**config.mk**
```make
export PLATFORM = sky130hd
export DESIGN_NAME = ssl_cell
export DESIGN_NICKNAME = d
export VERILOG_FILES = /design/src/rtl/ssl_pkg.sv /design/src/rtl/ssl_cell.sv
export SDC_FILE = /design/constraint.sdc
export NUM_CORES = 1
export LEC_CHECK = 0
export BUFFER_PORTS_ARGS = -buffer_cell sky130_fd_sc_hd__buf_2
export CAP_MARGIN = 5
export CELL_PAD_IN_SITES_DETAIL_PLACEMENT = 1
export CELL_PAD_IN_SITES_GLOBAL_PLACEMENT = 2
export CORE_ASPECT_RATIO = 1.2
export CORE_MARGIN = 1
export CORE_UTILIZATION = 23
export DETAILED_ROUTE_END_ITERATION = 8
export GPL_TIMING_DRIVEN = 0
export PLACE_DENSITY_LB_ADDON = 0.1
export SLEW_MARGIN = 20
export SYNTH_ARGS = -nofsm -noshare
export SYNTH_HDL_FRONTEND = slang
export SYNTH_SLANG_ARGS = --single-unit
```
**constraint.sdc**
```tcl
create_clock -name aclk -period 0.8 [get_ports aclk]
set_clock_uncertainty 0.2 [all_clocks]
set_input_delay 0.04 -clock aclk [delete_from_list [all_inputs] [get_ports aclk]]
set_output_delay 0.04 -clock aclk [all_outputs]
set_load 0.01 [all_outputs]
```
**src/rtl/ssl_pkg.sv**
```systemverilog
// ssl_pkg: shared types, opcodes and sizes of the swap slot table
// no dependencies; used by every module in rtl
package ssl_pkg;

    localparam int SLOT_COUNT = 2048;
    localparam int PAGE_BYTES = 4096;
    localparam int SLOT_W     = (SLOT_COUNT > 1) ? $clog2(SLOT_COUNT) : 1;

    localparam int OPCODE_W  = 3;
    localparam int ADDR_W    = 32;
    localparam int ID_W      = 8;
    localparam int SEL_W     = 11;
    localparam int STATUS_W  = 2;
    localparam int INDEX_W   = 11;
    localparam int OFFSET_W  = 23;
    localparam int S_TDATA_W = 56;
    localparam int M_TDATA_W = 40;
    localparam int PROD_W    = 40;

    typedef enum logic [OPCODE_W-1:0] {
        OP_LOOKUP     = 3'd0,
        OP_PLACE_OUT  = 3'd1,
        OP_SET_SLOT   = 3'd2,
        OP_FREE_OWNER = 3'd3,
        OP_FREE_ADDR  = 3'd4,
        OP_CLEAR_ALL  = 3'd5
    } opcode_t;

    localparam logic [STATUS_W-1:0] ST_DONE      = 2'd0;
    localparam logic [STATUS_W-1:0] ST_NOT_FOUND = 2'd1;
    localparam logic [STATUS_W-1:0] ST_NO_SPACE  = 2'd2;

    // contents of one swap slot
    typedef struct packed {
        logic              free;
        logic [ADDR_W-1:0] addr;
        logic [ID_W-1:0]   owner;
    } slot_t;

endpackage

```
**src/rtl/ssl_cell.sv**
```systemverilog
// ssl_cell: one slot of the rotating slot ring
// depends on ssl_pkg
module ssl_cell
    import ssl_pkg::*;
(
    input  logic  aclk,
    input  logic  aresetn,
    input  logic  shift,
    input  slot_t slot_in,
    output slot_t slot_out
);

    slot_t slot_reg;

    // take the neighbor's slot on every shift, reset to a free empty slot
    always_ff @(posedge aclk) begin
        if (!aresetn) begin
            slot_reg <= '{free: 1'b1, addr: '0, owner: '0};
        end else if (shift) begin
            slot_reg <= slot_in;
        end
    end

    assign slot_out = slot_reg;

endmodule

```
-- Yosys cells after proc, flatten, opt, wreduce, memory -nomap -nowiden
Index checks and enable logic that the tools add are counted.
- bits in registers: 41
- input bits: 44
- output and inout port bits: 41
- word-level logic and storage cells: 3

-- Logic depth before layout (Yosys ltp)
- word-level depth: 0
- gate-level depth with buffers: 4
- gate-level depth less buffers: 2

-- Worst setup path before layout
No wires, ideal clock.
- path kind: in2reg
- start: input port shift
- end: register slot_reg, in the netlist slot_out[40]
- library setup time: 0.124 ns
- data arrival time: 0.525 ns
- required time: 0.476 ns
- setup slack: -0.049 ns
- cell stages on the path: 4
- buffers on the path: 2
- cell sequence: buf_6 -> buf_12 -> mux2i_1 -> nand2_1
- RTL lines (element ; RTL line ; text):
    from (decl) ; ssl_cell.sv:8 ; input logic shift,
    to (signal assigned) ; ssl_cell.sv:18 ; slot_reg <= '{free: 1'b1, addr: '0, owner: '0};
    to (signal assigned) ; ssl_cell.sv:20 ; slot_reg <= slot_in;
    to (decl) ; ssl_cell.sv:13 ; slot_t slot_reg;

-- Worst setup path in the final report
- start: register slot_reg, in the netlist slot_out[16]
- end: output port slot_out[16] (netlist name)
- RTL lines (element ; RTL line ; text):
    to (decl) ; ssl_cell.sv:10 ; output slot_t slot_out
No word-level cell between the ends.

==> flow_summary_export.csv <==
group,metric,value,unit
synth,synth_cell_types,7,
finish,largest_reg_flops,41,
die,boundaryPins,85,
setup_path,worst_ep_required_time,0.56,ns
timing,min_period,0.972,ns
cts,cts_max_level,2,
timing,setup_viol,80,
route,viasPerCell,4.04,
die,die_y,93.1,um
synth,netlist.area_leader.share,51.6,%
run,cap_violations,0,
setup_path,path_cells,"buf_6",
timing,max_freq,1.03,GHz
setup_path,crit_start,"slot_out[16]",
power,power,0.00442,W
power,power_density,1720,mW/mm2
route,wire_per_inst,12.2,um
route,drtIter0Drc,32,
global_route,grt_overflow,0,
route,drt.antenna.violating_nets,0,
setup_path,reg2reg_to,"slot_out[22]",
timing,worst_slew_pin_slew,0.340,ns
synth,synth-seq-area-share,51.6,%
route,drc,0,
cts,cts_tree,"yes",
setup_path,rr_worst_depth,3,
global_route,grt_usage,11.1,%
die,coreArea,0.00657,mm2
power,p_leak,1.21,nW
power,ir_drop,0.543,mV
synth,synth_nets,176,
cts,numClockSinks,41,
setup_path,crit-reg2reg-launch,"slot_out[22]",
setup_path,path_depth,1,
setup_path,cp_slowest_cell,"dfxtp_2",
finish,syn_to_final_growth,61.6,%
hold_path,hold_depth,3,
die,fp-row-count,32,
finish,nNetsFinal,271,
timing,rsz0062_at_grt,"true",
global_route,grt_max_degree,12,
timing,setup_slack,-0.172,ns
synth,syn_inst,132,
die,die_x,77.9,um
global_route,antenna_found_initial,0,
setup_path,cp_max_fo,2,
synth,yosys_warnings,0,
setup_path,slowest_delay,0.33,ns
place,hpwl,2870,um
setup_path,worstSetupStartpointType,"flop",
route,drt_first_pass_iters,4,
route,wirelength,3790,um
global_route,grt_pass1_vias,1349,
synth,synth_area_per_cell,12.1,um2
cts,clk_latency,0.28,ns
setup_path,crit_arrival,0.73,ns
timing,hold_violations,41,
status,status,"finished, violations left",
timing,maxSlewHeadroom,77.3,%
place,io_buffer_count,83,
synth,synth_area_leaders,"dfxtp_1 (52%), mux2i_1 (26%), nor2b_1 (16%)",
timing,maxSlewViolCount,0,
cts,path_clk_slew,0.08,ns
setup_path,path_buf_inv,1,
hold_path,worst_hold_path_type,"input port to flop",
place,place_congestion,0.705,
finish,diodes,0,
cts,clockBufferDepth,2,
setup_path,cpLargestDelayFamily,"flip-flops",
die,start_util,24.2,%
timing,whs,-0.212,ns
setup_path,critPathCapture,"slot_out[16]",
finish,drive_above_1_share,61.7,%
die,dieArea,0.00726,mm2
setup_path,crit_type,"flop to output port",
place,pre_cts_slack,-0.189,ns
synth,ys_ff_latch,41,
global_route,grt_pass1_wl,6110,um
timing,fin_crit_sh,121,%
synth,syn_area,0.00159,mm2
status,violations,"negative hold slack, negative setup slack",
setup_path,ff2ff_setup_slack,-0.13,ns
synth,yosys.area.top_type,"dfxtp_1",
setup_path,critPathCaptureType,"output port",
route,vias,1259,
cts,cts_made_buffers,5,
cts,cts_root_buffer,"clkbuf_8",
logic make-up (layout without fill, tap and decap cells):
group | after synthesis | in the layout | synth area share (%)
mux | 41 | 41 | 25.8
flops | 41 | 41 | 51.6
simple gates | 41 | 41 | 16.0
buf+inv | 9 | 104 | 6.68
report_power, final:
part | internal, W | switching, W
combinational | 0.000510 | 0.000288
clock | 0.000685 | 0.000660
sequential | 0.00219 | 0.0000899
total | 0.00338 | 0.00104
how the worst min path moves through the flow:
stage                     start      endpoint  slack [ns]
global route        slot_in[40]  slot_out[40]       -0.22
detailed placement  slot_in[40]  slot_out[40]        0.08
CTS                 slot_in[40]  slot_out[40]       -0.22
finish              slot_in[40]  slot_out[40]       -0.21
global placement    slot_in[40]  slot_out[40]        0.06
floorplan               aresetn  slot_out[37]       -0.03
cell usage in the layout, fill, tap and decap left out, drive strengths merged:
cell type,count
buf,93
clkbuf,11
mux2i,41
nor2b,40
nand2,1
dfxtp,41
cell usage after synthesis:
cell type,n
mux2i_1,41
nor2b_1,40
buf_12,4
clkbuf_1,4
nand2_1,1
dfxtp_1,41
buf_6,1
per-layer routing:
metal | up-vias | global-route usage [%] | wire [um]
met2 | 52 | 20.6 | 2030
li1 | 616 | - | -
met5 | - | 0 | 0
met1 | 586 | 11.8 | 1500
met4 | 0 | 4.17 | 53
met3 | 5 | 3.22 | 209
layout make-up:
class                   instances  area, um2
fillers                       743       3990
flip-flops and latches         41        872
repair buffers                 88        728
multi-input cells              82        664
plain buffers                   9        115
well taps                      85        106
clock buffers                   7       86.3
what timing repair did:
action                                 in CTS  in global routing
resized for setup                          86                  1
buffers inserted                            4                  1
setup endpoints to repair                  70                 82
endpoints found under the hold margin      41                 41
cloned                                      0                  0
metrics by stage:
stage | TNS (ns) | utilization, % | cell area (um2) | instances | hold slack, ns
after floorplan | -0.300 | - | 1600 | 132 | -0.0318
after global placement | -4.36 | 32.3 | 2120 | 300 | 0.0613
after detailed placement | -5.62 | 32.3 | 2120 | 300 | 0.0843
after CTS | -8.81 | 39.0 | 2560 | 311 | -0.222
after global routing | -11.04 | 39.2 | 2570 | 312 | -0.216
final | -7.90 | 39.2 | 2570 | 312 | -0.212
Note: power is estimated with default switching activity, not from simulation.
