<file path="src/rtl/ssl_pkg.sv">
// ssl_pkg: shared types, opcodes and sizes of the swap slot table
// no dependencies; used by every module in rtl
package ssl_pkg;

    localparam int SLOT_COUNT = 2048;
    localparam int PAGE_BYTES = 4096;
    localparam int SLOT_W     = (SLOT_COUNT > 1) ? $clog2(SLOT_COUNT) : 1;

    localparam int OPCODE_W  = 3;
    localparam int ADDR_W    = 32;
    localparam int ID_W      = 8;
    localparam int SEL_W     = 11;
    localparam int STATUS_W  = 2;
    localparam int INDEX_W   = 11;
    localparam int OFFSET_W  = 23;
    localparam int S_TDATA_W = 56;
    localparam int M_TDATA_W = 40;
    localparam int PROD_W    = 40;

    typedef enum logic [OPCODE_W-1:0] {
        OP_LOOKUP     = 3'd0,
        OP_PLACE_OUT  = 3'd1,
        OP_SET_SLOT   = 3'd2,
        OP_FREE_OWNER = 3'd3,
        OP_FREE_ADDR  = 3'd4,
        OP_CLEAR_ALL  = 3'd5
    } opcode_t;

    localparam logic [STATUS_W-1:0] ST_DONE      = 2'd0;
    localparam logic [STATUS_W-1:0] ST_NOT_FOUND = 2'd1;
    localparam logic [STATUS_W-1:0] ST_NO_SPACE  = 2'd2;

    // contents of one swap slot
    typedef struct packed {
        logic              free;
        logic [ADDR_W-1:0] addr;
        logic [ID_W-1:0]   owner;
    } slot_t;

endpackage

</file>
<file path="src/rtl/ssl_ctrl.sv">
// ssl_ctrl: sequencer that works on the slot at the head of the ring
// depends on ssl_pkg
module ssl_ctrl
    import ssl_pkg::*;
(
    input  logic                 aclk,
    input  logic                 aresetn,
    input  logic                 s_tvalid,
    output logic                 s_tready,
    input  logic [OPCODE_W-1:0]  s_opcode,
    input  logic [ADDR_W-1:0]    s_addr,
    input  logic [ID_W-1:0]      s_id,
    input  logic [SEL_W-1:0]     s_sel,
    output logic                 m_tvalid,
    input  logic                 m_tready,
    output logic [M_TDATA_W-1:0] m_tdata,
    input  slot_t                head,
    output slot_t                tail,
    output logic                 shift
);

    typedef enum logic [1:0] {
        S_IDLE,
        S_SCAN,
        S_CLAIM,
        S_RESULT
    } state_t;

    state_t                state_reg, state_next;
    logic [SLOT_W-1:0]     cnt_reg, cnt_next;
    logic [OPCODE_W-1:0]   op_reg;
    logic [ADDR_W-1:0]     addr_reg;
    logic [ID_W-1:0]       id_reg;
    logic [SEL_W-1:0]      sel_reg;
    logic                  found_reg, found_next;
    logic [SLOT_W-1:0]     found_idx_reg, found_idx_next;
    logic                  free_found_reg, free_found_next;
    logic [SLOT_W-1:0]     free_idx_reg, free_idx_next;
    logic [STATUS_W-1:0]   res_status_reg, res_status_next;
    logic [SLOT_W-1:0]     res_slot_reg, res_slot_next;
    logic                  m_tvalid_reg;
    logic [M_TDATA_W-1:0]  m_tdata_reg;
    logic                  last_slot;
    logic                  addr_match;
    logic                  sel_in_range;
    logic [PROD_W-1:0]     offset_prod;
    slot_t                 released;

    assign last_slot    = (cnt_reg == SLOT_W'(SLOT_COUNT - 1));
    assign addr_match   = !head.free && (head.addr == addr_reg);
    assign sel_in_range = (32'(sel_reg) < SLOT_COUNT);
    assign released     = '{free: 1'b1, addr: '0, owner: '0};
    assign shift        = (state_reg == S_SCAN) || (state_reg == S_CLAIM);
    assign s_tready     = (state_reg == S_IDLE);
    assign offset_prod  = PROD_W'(res_slot_reg) * PROD_W'(PAGE_BYTES);

    // head slot update and scan bookkeeping
    always_comb begin
        tail            = head;
        state_next      = state_reg;
        cnt_next        = cnt_reg;
        found_next      = found_reg;
        found_idx_next  = found_idx_reg;
        free_found_next = free_found_reg;
        free_idx_next   = free_idx_reg;
        res_status_next = res_status_reg;
        res_slot_next   = res_slot_reg;
        case (state_reg)
            S_SCAN: begin
                cnt_next = last_slot ? '0 : cnt_reg + 1'b1;
                case (op_reg)
                    OP_LOOKUP, OP_PLACE_OUT: begin
                        if (addr_match && !found_reg) begin
                            found_next     = 1'b1;
                            found_idx_next = cnt_reg;
                        end
                        if (head.free && !free_found_reg) begin
                            free_found_next = 1'b1;
                            free_idx_next   = cnt_reg;
                        end
                    end
                    OP_SET_SLOT: begin
                        if (32'(cnt_reg) == 32'(sel_reg)) begin
                            tail.addr  = addr_reg;
                            tail.owner = id_reg;
                        end
                    end
                    OP_FREE_OWNER: begin
                        if (head.owner == id_reg) tail = released;
                    end
                    OP_FREE_ADDR: begin
                        if (addr_match) tail = released;
                    end
                    OP_CLEAR_ALL: begin
                        tail = released;
                    end
                    default: begin
                    end
                endcase
                // settle the result after the last slot has passed
                if (last_slot) begin
                    res_status_next = ST_DONE;
                    res_slot_next   = '0;
                    state_next      = S_RESULT;
                    case (op_reg)
                        OP_LOOKUP: begin
                            if (found_next) res_slot_next = found_idx_next;
                            else res_status_next = ST_NOT_FOUND;
                        end
                        OP_PLACE_OUT: begin
                            if (found_next) begin
                                res_slot_next = found_idx_next;
                            end else if (free_found_next) begin
                                res_slot_next = free_idx_next;
                                state_next    = S_CLAIM;
                            end else begin
                                res_status_next = ST_NO_SPACE;
                            end
                        end
                        OP_SET_SLOT: begin
                            if (sel_in_range) res_slot_next = SLOT_W'(sel_reg);
                        end
                        default: begin
                        end
                    endcase
                end
            end
            S_CLAIM: begin
                cnt_next = last_slot ? '0 : cnt_reg + 1'b1;
                if (cnt_reg == free_idx_reg) tail.free = 1'b0;
                if (last_slot) state_next = S_RESULT;
            end
            S_RESULT: begin
                if (!m_tvalid_reg || m_tready) state_next = S_IDLE;
            end
            default: begin
                if (s_tvalid) begin
                    state_next      = S_SCAN;
                    cnt_next        = '0;
                    found_next      = 1'b0;
                    free_found_next = 1'b0;
                end
            end
        endcase
    end

    // state, working registers and the output register
    always_ff @(posedge aclk) begin
        if (!aresetn) begin
            state_reg      <= S_IDLE;
            cnt_reg        <= '0;
            found_reg      <= 1'b0;
            free_found_reg <= 1'b0;
            m_tvalid_reg   <= 1'b0;
        end else begin
            state_reg      <= state_next;
            cnt_reg        <= cnt_next;
            found_reg      <= found_next;
            free_found_reg <= free_found_next;
            if (state_reg == S_RESULT && (!m_tvalid_reg || m_tready)) begin
                m_tvalid_reg <= 1'b1;
            end else if (m_tready) begin
                m_tvalid_reg <= 1'b0;
            end
        end
    end

    // payload registers
    always_ff @(posedge aclk) begin
        found_idx_reg  <= found_idx_next;
        free_idx_reg   <= free_idx_next;
        res_status_reg <= res_status_next;
        res_slot_reg   <= res_slot_next;
        if (state_reg == S_IDLE && s_tvalid) begin
            op_reg   <= s_opcode;
            addr_reg <= s_addr;
            id_reg   <= s_id;
            sel_reg  <= s_sel;
        end
        if (state_reg == S_RESULT && (!m_tvalid_reg || m_tready)) begin
            m_tdata_reg <= M_TDATA_W'({offset_prod[OFFSET_W-1:0],
                                       INDEX_W'(res_slot_reg), res_status_reg});
        end
    end

    assign m_tvalid = m_tvalid_reg;
    assign m_tdata  = m_tdata_reg;

    // idle always leaves the ring in its home position
    a_idle_home: assert property (@(posedge aclk) disable iff (!aresetn)
        state_reg == S_IDLE |-> cnt_reg == '0)
        else $error("ring not at home position while idle");

    // a claim pass only follows a scan with no match and a free slot
    a_claim_cause: assert property (@(posedge aclk) disable iff (!aresetn)
        state_reg == S_CLAIM |-> !found_reg && free_found_reg)
        else $error("claim pass without a free slot");

    // once found during a scan, the match is kept
    a_found_kept: assert property (@(posedge aclk) disable iff (!aresetn)
        state_reg == S_SCAN && found_reg && !last_slot |=> found_reg)
        else $error("address match lost during scan");

endmodule
</file>
<file path="config.mk">
export PLATFORM = sky130hd
export DESIGN_NAME = ssl_ctrl
export DESIGN_NICKNAME = d
export VERILOG_FILES = /design/src/rtl/ssl_pkg.sv /design/src/rtl/ssl_ctrl.sv
export SDC_FILE = /design/constraint.sdc
export NUM_CORES = 1
export LEC_CHECK = 0
export BUFFER_PORTS_ARGS = -buffer_cell sky130_fd_sc_hd__buf_2
export CAP_MARGIN = 20
export CORE_MARGIN = 3
export CORE_UTILIZATION = 47
export DETAILED_ROUTE_END_ITERATION = 10
export HOLD_SLACK_MARGIN = 0.06
export MAX_ROUTING_LAYER = met4
export PLACE_DENSITY = 0.77
export SLEW_MARGIN = 10
export SYNTH_ARGS = -nofsm -noshare
export SYNTH_HDL_FRONTEND = slang
export SYNTH_SLANG_ARGS = --single-unit
</file>
<file path="constraint.sdc">
create_clock -name aclk -period 2.1 [get_ports aclk]
set_input_delay 0.105 -clock aclk [delete_from_list [all_inputs] [get_ports aclk]]
set_output_delay 0.105 -clock aclk [all_outputs]
set_load 0.005 [all_outputs]
</file>
Yosys cells after proc, flatten, opt, wreduce, memory -nomap -nowiden:

Index checks and enable logic that the tools add are counted.

* register bits after elaboration: 129
* bits of input ports: 99
* output and inout bits: 84
* word-level logic and storage cells: 99

* add/sub/neg operators: 1
* equality and inequality tests: 16
* mux-type cells: 42
* bitwise logic cells: 2
* reductions and logical operators: 24

Operators with widths (count)
* $pmux 40 s4: 1
* $mux 11: 9
* $mux 41: 2
* $mux 40: 2
* $pmux 11 s3: 1
* $eq 32x32->1: 1
* $eq 11x11->1: 2
* $pmux 11 s2: 1
* $mux 1: 14
* $mux 2: 6
* $add 11x1->11 const B: 1
* $eq 11x11->1 const B: 1
* $eq 8x8->1: 1
* $eq 3x2->1 const B: 2
* $eq 3x3->1 const B: 2
* $ne 2x2->1 const B: 3
* $pmux 1 s2: 3
* $pmux 2 s3: 1
* $reduce_and 2->1: 3
* $reduce_bool 2->1: 3
* $reduce_or 2->1: 3
* $logic_and 1x1->1: 5
* $eq 2x2->1 const B: 2
* $logic_not 1->1: 4
* other kinds (10): 12

Depth between registers and ports, before layout:

Gate-level depths: netlist of run 1.

* depth after elaboration: 10
* gate-level depth with buffers: 8
* gate-level depth less buffers: 8

Least setup slack after synthesis of run 1:

OpenSTA, ideal clock, no wires.

* path kind: register to register
* from: register state_reg[0]
* to: register addr_reg[0], enable pin
* library setup time: 0.417 ns
* data arrival time: 1.917 ns
* data required time: 1.683 ns
* slack: -0.234 ns
* stages on the path, launching flop included: 4
* path buffers: 0
* clock period less this slack: 2.334 ns
* cell sequence: dfxtp_1 -> inv_1 -> ha_1 -> and2_1

* cells in the longest elaborated chain, start to end: 2

Ends and longest elaborated chain
* start, declared: line ssl_ctrl.sv:29 `state_t state_reg, state_next;`
* start signal, assigned: line ssl_ctrl.sv:156 `state_reg <= state_next;`
* $logic_not 2->1
* named net s_tready: line ssl_ctrl.sv:9 `output logic s_tready,`
* $logic_and 1x1->1: line ssl_ctrl.sv:174 `if (state_reg == S_IDLE && s_tvalid) begin`
* end signal, assigned: line ssl_ctrl.sv:176 `addr_reg <= s_addr;`
* end, declared: line ssl_ctrl.sv:32 `logic [ADDR_W-1:0] addr_reg;`

The timed path passes the listed nets, and every way through them passes these cells.
A chain may end at the register's enable or synchronous reset.

==> results of run 1 <==
[power breakdown]
| group | total (uW) | internal, uW | switching, uW |
|---|---|---|---|
| sequential | 3300 | 3040 | 257 |
| combinational | 2140 | 960 | 1180 |
| clock | 3080 | 2010 | 1070 |
[layout by cell type (no fill, tap or decap), types with 10 or more instances in the layout]
cell type	instances
a22oi_1	12
mux2i_1	11
xor2_1	32
inv_1	25
nand2_1	13
xnor2_1	35
conb_1	16
dfxtp_1	16
clkbuf_16	17
nor2_1	18
buf_4	47
o221ai_2	10
edfxtp_1	102
buf_2	166
a22o_1	40
nand4_1	13
dlygate4sd3_1	56
[routing by layer]
metal	track usage (%)	share of wire [%]	wire length [um]	up-vias
met4	13.47	4.1	745	0
li1	-	-	-	2237
met2	41.85	51	9071	302
met1	28.11	38	6774	2396
met5	-	0	0	-
met3	7.033	7.6	1369	69
[area by class of cell]
class	count	area, sq um	area share, %
antenna	1	2.502	0.02903
clock buffer	20	446.7	5.181
clock inverter	12	177.7	2.061
inverter	25	93.84	1.089
multi-input combinational	291	2365	27.43
sequential	118	3383	39.25
tap	168	210.2	2.438
timing repair buffer	280	1942	22.53
[worst max-delay path, cell delays in order (launching register included)]
cell and delay, ns:
edfxtp_1 0.43, xor2_1 0.21, nor4_2 0.27, buf_4 0.16, nand4_1 0.15, nor3_4 0.29, o311ai_4 0.15, buf_12 0.21
a22o_1 0.25, buf_2 0.14
[worst min path at each step]
stage | endpoint | slack, ns | depth (start not counted)
global route | free_found_reg$_SDFFE_PN0P_ | 0.11 | 4
finish | free_found_reg$_SDFFE_PN0P_ | 0.09 | 4
CTS | free_found_reg$_SDFFE_PN0P_ | 0.06 | 4
detailed placement | addr_reg[9]$_DFFE_PP_ | 0.28 | 1
floorplan | addr_reg[0]$_DFFE_PP_ | 0.20 | 0
global placement | id_reg[3]$_DFFE_PP_ | 0.28 | 1
[repair_timing]
action,4_1_cts,5_1_grt
buffers inserted,1,8
pin swaps,5,15
setup endpoints to repair,67,69
gates cloned,0,2
hold endpoints to repair,63,0
gates resized for setup,7,28
hold buffers,56,0
[logic make-up (layout without fill, tap and decap cells)]
family / after synthesis / count (layout) / share of synthesized area (%)
buf+inv: 81 / 337 / 7.589
mux: 23 / 23 / 4.654
flops: 118 / 118 / 56.69
fa+ha+maj: 5 / 5 / 1.048
compound gates: 91 / 91 / 12.20
xor+xnor: 67 / 67 / 9.832
other cells: 1 / 17 / 0.06283
simple gates: 87 / 89 / 7.925
[Yosys cell counts, types with 11 or more instances]
cell type	instances
a22oi_1	12
nor4_1	11
nand4_1	13
buf_4	27
xnor2_1	35
mux2i_1	12
xor2_1	32
edfxtp_1	102
nand2_1	13
o221ai_1	11
clkbuf_1	16
inv_1	25
dfxtp_1	16
nor2_1	19
a22o_1	40
[metrics by stage]
| step | utilization [%] | cells | hold WS [ns] |
|---|---|---|---|
| global placement | 58.90 | 817 | 0.2817 |
| floorplan | - | 488 | 0.2039 |
| global route | 70.59 | 915 | 0.1068 |
| CTS | 68.92 | 906 | 0.06360 |
| finish | 70.59 | 915 | 0.08859 |
| detailed placement | 58.90 | 817 | 0.2831 |
==> run_results.csv, run 1 <==
group,metric,value,unit
timing,grt_setup_unrepaired,"yes",
clocking,htree_levels,4,
critical_path,cp-endpoint,"tail[32]",
grt,grt.overflow.total,0,
timing,fin_setup_tns,-34.61,ns
power_and_ir_drop,leakagePower,0.003407,uW
timing,setup_viol,67,
critical_path,critPathKind,"flop to output port",
yosys,seq_area_frac_synth,56.69,%
power_and_ir_drop,finalPower,8514,uW
route,postRouteAntennaNets,0,
yosys,syn_area,5968,sq um
yosys,yosysTopAreaCell,"edfxtp_1",
yosys,synth.distinct_cells,43,
layout,final_area,8621,sq um
floorplan,ios,183,
critical_path,worstPathArrival,2.68,ns
timing,skew,0.007431,ns
yosys,ys_ff_latch,118,
grt,grt_usage,25.41,%
clocking,cts-root-buf,"clkbuf_16",
timing,max_freq,359.4,MHz
layout,fin_nets,837,
clocking,clkLatencyLatePin,0.42,ns
yosys,synth_flop_cell,"edfxtp_1",
layout,largest_register_ffs,32,
clocking,clk_pin_slew,0.06,ns
critical_path,ff2ff_setup_slack,-0.40,ns
yosys,synthArstFlopShare,0,%
critical_path,end_kind,"output port",
grt,grt_pass1_vias,5157,
place,io_buffers,166,
layout,layout-drive-gt1-share,39.41,%
yosys,yosysWarningCount,0,
job,maxCapViolations,0,
place,place_congestion,0.9098,
route,drc,0,
floorplan,initial_utilization,48.87,%
route,avgRoutedWirePerCell,19.63,um
clocking,clk_path_buf_depth,2,
floorplan,die_h,118.7,um
yosys,postSynthCellCount,473,
timing,period_needed,2.783,ns
grt,grt_max_degree,41,
clocking,cts_tree,"built",
critical_path,r2r-start,"addr_reg[10]$_DFFE_PP_",
clocking,cts.sinks,118,
yosys,ys_top_cells_by_area,"edfxtp_1, a22o_1, dfxtp_1",
floorplan,core_area,12210,sq um
run_status,status,"finished, violations left",
timing,timing.final.ws_setup,-0.6826,ns
route,drt-initial-drc-count,427,
route,drt_pass1_iterations,5,
yosys,synth_top_area_share,51.32,%
route,detail_route.wirelength,17.96,mm
grt,antenna_found_initial,1,
route,vias,5004,
power_and_ir_drop,powerDensity,987.6,nW/um^2
critical_path,startpoint_type,"flop",
critical_path,r2r_end,"res_status_reg[1]$_DFFE_PP_",
timing,min_period_over_period,132.5,%
place,placed_cell_area,7193,sq um
floorplan,die_w,118.7,um
place,dp_hpwl,11.14,mm
grt,grt_pass1_wl,26.99,mm
min_path,hold_class,"primary input to flop",
critical_path,required,2.00,ns
yosys,syn_area_per_cell,12.62,sq um
power_and_ir_drop,peakVddDrop,841.5,uV
floorplan,floorplan.rows,40,
yosys,synth_edf_count,102,
run_status,violations,"setup timing",
timing,hold_viol_final,0,
layout,fillers,797,
critical_path,cp-startpoint,"addr_reg[10]$_DFFE_PP_",
min_path,worstHoldStart,"s_tvalid",
clocking,cts_buffers,17,
critical_path,reg2reg_depth,10,
layout,syn_to_final_growth,44.44,%
floorplan,die_area,14090,sq um
timing,drv_slew,0,
critical_path,path_max_fanout,25,
place,place_ws,-0.3601,ns
route,drt-vias-per-instance,5.469,
Power figures use the tool's default switching activity.
==> inputs of run 2 (changes only) <==
--- a/config.mk
+++ b/config.mk
@@ -17,3 +17,4 @@
 export SYNTH_ARGS = -nofsm -noshare
 export SYNTH_HDL_FRONTEND = slang
 export SYNTH_SLANG_ARGS = --single-unit
+export TNS_END_PERCENT = 1
==> run 2 against run 1 <==
  * The run still ends with setup timing left
  * Flip-flop and latch count unchanged
  * Clock-buffer cell count decreased by 2
  * Utilization down 2.0 points
  * Critical path depth stayed put
  * Setup slack better by 0.052 ns
  * Design area shrank 2.9%
  * Worst hold slack lost 0.0081 ns
  * Clock skew is 0.0035 ns higher
  * Power shrank 5.5%
  * Routed wire length down 9.2%
  * Largest power group unchanged
  * Highest routed layer unchanged
==> run_results.csv, run 2 (synthesis results as in run 1) <==
group,metric,value,unit
floorplan,core_area,12210,sq um
critical_path,path_max_fanout,25,
place,io_buffers,166,
route,postRouteAntennaNets,0,
power_and_ir_drop,seqPwrFrac,40.9,%
timing,drv_slew,0,
critical_path,critPathKind,"flop to output port",
clocking,clkLatencyLatePin,0.42,ns
clocking,cts.sinks,118,
layout,layout-drive-gt1-share,36.67,%
layout,syn_to_final_growth,40.31,%
route,drt_pass1_iterations,5,
layout,fillers,832,
run_status,violations,"setup timing",
floorplan,die_w,118.7,um
timing,period_needed,2.730,ns
grt,grt_usage,24.36,%
timing,setup_viol,65,
timing,whs,0.08053,ns
clocking,post-cts-setup-buffer-count,0,
grt,grt_pass1_wl,26.12,mm
power_and_ir_drop,peakVddDrop,718.6,uV
clocking,cts_buffers,17,
floorplan,initial_utilization,48.87,%
grt,grt.overflow.total,0,
route,vias,4836,
critical_path,worstPathArrival,2.63,ns
layout,fin_cells,907,
route,drt-vias-per-instance,5.332,
timing,hold_viol_final,0,
grt,grt_max_degree,55,
place,place_inst,819,
layout,mostFrequentLayoutCell,"buf_2",
route,drt-initial-drc-count,370,
place,place_ws,-0.2902,ns
clocking,cts-root-buf,"clkbuf_16",
power_and_ir_drop,p_int,5676,uW
floorplan,die_area,14090,sq um
power_and_ir_drop,p_sw_share,29.47,%
route,drc,0,
place,dp_hpwl,11.10,mm
timing,timing.final.ws_setup,-0.6301,ns
layout,multiInputGateArea,2242,sq um
critical_path,slowest_delay,0.41,ns
critical_path,cp_slowest_cell,"edfxtp_1",
floorplan,die_h,118.7,um
route,detail_route.wirelength,16.31,mm
power_and_ir_drop,leakagePower,0.003331,uW
power_and_ir_drop,powerDensity,961.0,nW/um^2
timing,min_period_over_period,130.0,%
timing,skew,0.01088,ns
grt,grt_pass1_vias,5120,
power_and_ir_drop,p_switching,2371,uW
run_status,status,"finished, violations left",
grt,antenna_found_initial,0,
timing,grt_setup_unrepaired,"yes",
route,avgRoutedWirePerCell,17.98,um
critical_path,startpoint_type,"flop",
critical_path,critPathBufInv,3,
layout,mostFrequentLayoutCells,"buf_2, edfxtp_1, dlygate4sd3_1",
place,place_congestion,0.9506,
layout,largest_register_ffs,32,
floorplan,floorplan.rows,40,
min_path,hold_class,"primary input to flop",
floorplan,ios,183,
clocking,clk_pin_slew,0.06,ns
timing,fin_setup_tns,-28.68,ns
critical_path,ff2ff_setup_slack,-0.25,ns
critical_path,end_kind,"output port",
layout,fin_nets,830,
clocking,clk_path_buf_depth,2,
timing,max_freq,366.3,MHz
power_and_ir_drop,pwr-share-comb,24.7,%
layout,regArea,3383,sq um
job,maxCapViolations,0,
layout,num_antenna_cells,0,
clocking,htree_levels,4,
power_and_ir_drop,clockPowerShare,34.4,%
critical_path,critPathTopFamily,"simple AND/OR/NAND/NOR gates",
critical_path,path_cells,"xor2_1, nor4_2, buf_4, nand4_1, nor3_4, o311ai_4, buf_12, a22o_1, buf_2",
critical_path,required,2.00,ns
clocking,cts_tree,"built",
layout,final_core_util,68.58,%
-- run 2: cell count changes in the layout (fill, tap and decap cells not counted), moves of 2 or more --
cell       change
buf_4          -2
bufinv_16      -2
clkinv_1       +3
nor4_1         -2
nor4_2         +2
o221ai_1      +11
o221ai_2      -10
or3_4          -2
-- run 2: layout make-up --
type                            instances  share of cell area (%)
Clock inverter                         14                   1.614
Timing Repair Buffer                  275                   22.46
Sequential cell                       118                   40.40
Tap cell                              168                   2.510
Inverter                               25                   1.121
Multi-Input combinational cell        289                   26.77
Clock buffer                           18                   5.125
-- run 2: metrics by stage --
stage | power, uW | area, sq um
3_5_place_dp | 5162 | 7193
6_report | 8048 | 8374
4_1_cts | 7998 | 8330
2_1_floorplan | 4380 | 6026
3_3_place_gp | 5076 | 7193
5_1_grt | 8391 | 8374
-- run 2: layer usage --
layer,global-route usage (%),wire length [um],share of wire [%],up-vias
li1,-,-,-,2215
met1,27.20,6287,39,2309
met2,40.53,8293,51,252
met3,6.220,1086,6.7,60
met4,12.31,643,3.9,0
met5,-,0,0,-
-- run 2: worst reg2reg max path, stage by stage (launching register included) --
cell	delay, ns
edfxtp_1	0.41
xor2_1	0.17
nor4_2	0.29
buf_4	0.16
nand4_1	0.19
nor3_4	0.24
buf_4	0.19
or3_1	0.16
buf_12	0.14
o221ai_1	0.13
-- run 2: what timing repair did --
action,in CTS,in global routing
hold buffers,56,0
pin swaps,21,7
resized for setup,2,10
hold endpoints to repair,62,0
setup endpoints to repair,66,69
-- run 2: path summary, 6_finish.rpt --
| check | startpoint | cells past startpoint | end |
|---|---|---|---|
| min reg2reg | res_slot_reg[3]$_DFFE_PP_ | 0 | m_tdata[28]$_DFFE_PP_ |
| max reg2reg | addr_reg[10]$_DFFE_PP_ | 9 | res_slot_reg[2]$_DFFE_PP_ |
| min | s_tvalid | 4 | free_found_reg$_SDFFE_PN0P_ |
| max | addr_reg[10]$_DFFE_PP_ | 9 | tail[12] |
-- run 2: power by group through the flow --
stage / combinational, uW / sequential, uW / clock (uW)
final: 1990 / 3290 / 2770
after global routing: 2170 / 3330 / 2890
after CTS: 1930 / 3280 / 2780
after detailed placement: 1840 / 3330 / 0
after global placement: 1780 / 3300 / 0
after floorplan: 1100 / 3280 / 0
==> inputs of run 3 (changes only) <==
--- a/config.mk
+++ b/config.mk
@@ -13,6 +13,7 @@
 export HOLD_SLACK_MARGIN = 0.06
 export MAX_ROUTING_LAYER = met4
 export PLACE_DENSITY = 0.77
+export REMOVE_ABC_BUFFERS = 1
 export SLEW_MARGIN = 10
 export SYNTH_ARGS = -nofsm -noshare
 export SYNTH_HDL_FRONTEND = slang
==> run 3 against run 2 <==
  * The flow still finishes with violations (setup timing)
  * Global-route usage down 0.44 points
  * Utilization about the same
  * Clock skew down 0.0026 ns
  * Sequential power about the same
  * Largest cell class unchanged
  * Worst hold slack about the same
  * Power up 2.8%
  * Fmax down 0.93%
  * Register-to-register slack better by 0.03 ns
  * Highest routed layer unchanged
  * Setup slack worse by 0.026 ns
  * Final cell count down 0.44%
==> run_results.csv, run 3 (synthesis results as in run 1) <==
group,metric,value,unit
place,place_ws,-0.3011,ns
route,drt_pass1_iterations,5,
critical_path,r2r_end,"res_slot_reg[5]$_DFFE_PP_",
grt,grt_max_degree,55,
layout,layout-drive-gt1-share,36.05,%
layout,fin_nets,826,
critical_path,cp-endpoint,"tail[28]",
layout,mostFrequentLayoutCell,"buf_2",
floorplan,die_w,118.7,um
critical_path,reg2reg_depth,9,
layout,num_antenna_cells,0,
floorplan,ios,183,
clocking,cts-root-buf,"clkbuf_16",
route,drt-initial-drc-count,340,
critical_path,cp-startpoint,"addr_reg[17]$_DFFE_PP_",
power_and_ir_drop,finalPower,8269,uW
timing,hold_viol_final,0,
clocking,htree_levels,4,
clocking,cts.sinks,118,
layout,mostFrequentLayoutCells,"buf_2, edfxtp_1, dlygate4sd3_1",
floorplan,floorplan.rows,40,
layout,syn_to_final_growth,40.29,%
run_status,status,"finished, violations left",
route,detail_route.wirelength,16.07,mm
critical_path,startpoint_type,"flop",
floorplan,core_area,12210,sq um
timing,whs,0.08040,ns
run_status,violations,"setup timing",
route,postRouteAntennaNets,0,
critical_path,ff2ff_setup_slack,-0.22,ns
route,drc,0,
route,drt-vias-per-instance,5.287,
floorplan,initial_utilization,48.87,%
place,placed_cell_area,7136,sq um
min_path,hold_class,"primary input to flop",
power_and_ir_drop,leakagePower,0.003342,uW
timing,min_period_over_period,131.2,%
timing,drv_slew,0,
grt,antenna_found_initial,0,
floorplan,die_area,14090,sq um
critical_path,end_kind,"output port",
timing,setup_viol,65,
layout,fillers,843,
route,vias,4774,
place,place_congestion,0.9394,
route,avgRoutedWirePerCell,17.80,um
place,dp_hpwl,10.93,mm
power_and_ir_drop,powerDensity,987.6,nW/um^2
grt,grt_pass1_wl,25.47,mm
timing,max_freq,362.9,MHz
layout,final_area,8373,sq um
job,maxCapViolations,0,
critical_path,worstPathArrival,2.65,ns
timing,grt_setup_unrepaired,"yes",
power_and_ir_drop,peakVddDrop,725.0,uV
timing,period_needed,2.756,ns
critical_path,r2r-start,"addr_reg[17]$_DFFE_PP_",
critical_path,path_max_fanout,40,
clocking,clkLatencyLatePin,0.42,ns
critical_path,required,2.00,ns
timing,timing.final.ws_setup,-0.6558,ns
grt,grt_pass1_vias,4996,
floorplan,die_h,118.7,um
grt,grt.overflow.total,0,
layout,largest_register_ffs,32,
critical_path,critPathKind,"flop to output port",
timing,skew,0.008317,ns
clocking,cts_buffers,17,
clocking,clk_path_buf_depth,2,
clocking,clk_pin_slew,0.05,ns
grt,grt_usage,23.92,%
clocking,cts_tree,"built",
place,io_buffers,166,
==> run 3: worst min path at each step <==
stage	from	depth (start not counted)	endpoint	slack (ns)
6_report	s_tvalid	4	free_found_reg$_SDFFE_PN0P_	0.08
5_1_grt	s_tvalid	4	free_found_reg$_SDFFE_PN0P_	0.11
4_1_cts	s_tvalid	4	free_found_reg$_SDFFE_PN0P_	0.08
3_5_place_dp	s_sel[0]	1	sel_reg[0]$_DFFE_PP_	0.28
3_3_place_gp	s_id[1]	1	id_reg[1]$_DFFE_PP_	0.28
2_1_floorplan	s_addr[0]	0	addr_reg[0]$_DFFE_PP_	0.20
==> run 3: layout make-up <==
| type | count | area (sq um) | area share [%] |
|---|---|---|---|
| Sequential cell | 118 | 3383 | 40.41 |
| Multi-Input combinational cell | 289 | 2238 | 26.73 |
| Timing Repair Buffer | 271 | 1834 | 21.91 |
| Clock buffer | 20 | 456.7 | 5.454 |
| Tap cell | 168 | 210.2 | 2.510 |
| Clock inverter | 12 | 156.4 | 1.868 |
| Inverter | 25 | 93.84 | 1.121 |
==> run 3: per-stage QoR <==
| stage | setup TNS [ns] | utilization, % | cells |
|---|---|---|---|
| 2_1_floorplan | -28.52 | - | 432 |
| 5_1_grt | -34.33 | 68.57 | 903 |
| 3_5_place_dp | -15.44 | 58.43 | 813 |
| 6_report | -29.59 | 68.57 | 903 |
| 3_3_place_gp | -14.93 | 58.43 | 813 |
| 4_1_cts | -25.98 | 68.39 | 903 |
==> run 3: report_power, final <==
| part | leakage, uW | internal (uW) | switching [uW] | total [uW] |
|---|---|---|---|---|
| logic | 0.00199 | 884 | 1070 | 1950 |
| registers | 0.00105 | 3040 | 270 | 3310 |
| clock network | 0.000297 | 2020 | 986 | 3010 |
| total | 0.00334 | 5950 | 2320 | 8270 |
==> run 3: metal layers <==
layer  global-route usage [%]  share of wire [%]  vias to the layer above
met5                        -                  0                        -
met4                    11.30                3.3                        0
met3                    5.981                6.3                       50
met2                    39.50                 51                      222
met1                    27.40                 40                     2296
li1                         -                  -                     2206
==> run 3: critical path: stages (launching register included) <==
cell,delay (ns)
edfxtp_1,0.41
xor2_1,0.19
nor4_1,0.33
nand4_1,0.15
buf_4,0.18
nor3_4,0.14
buf_4,0.15
o311ai_4,0.09
buf_12,0.19
a22o_1,0.25
buf_2,0.14
==> run 3: what timing repair did <==
item,in CTS,in global routing
hold buffers,56,0
pin swaps,9,1
resized for setup,5,4
buffers inserted,2,0
endpoints found under the hold margin,59,0
setup endpoints to repair,65,66
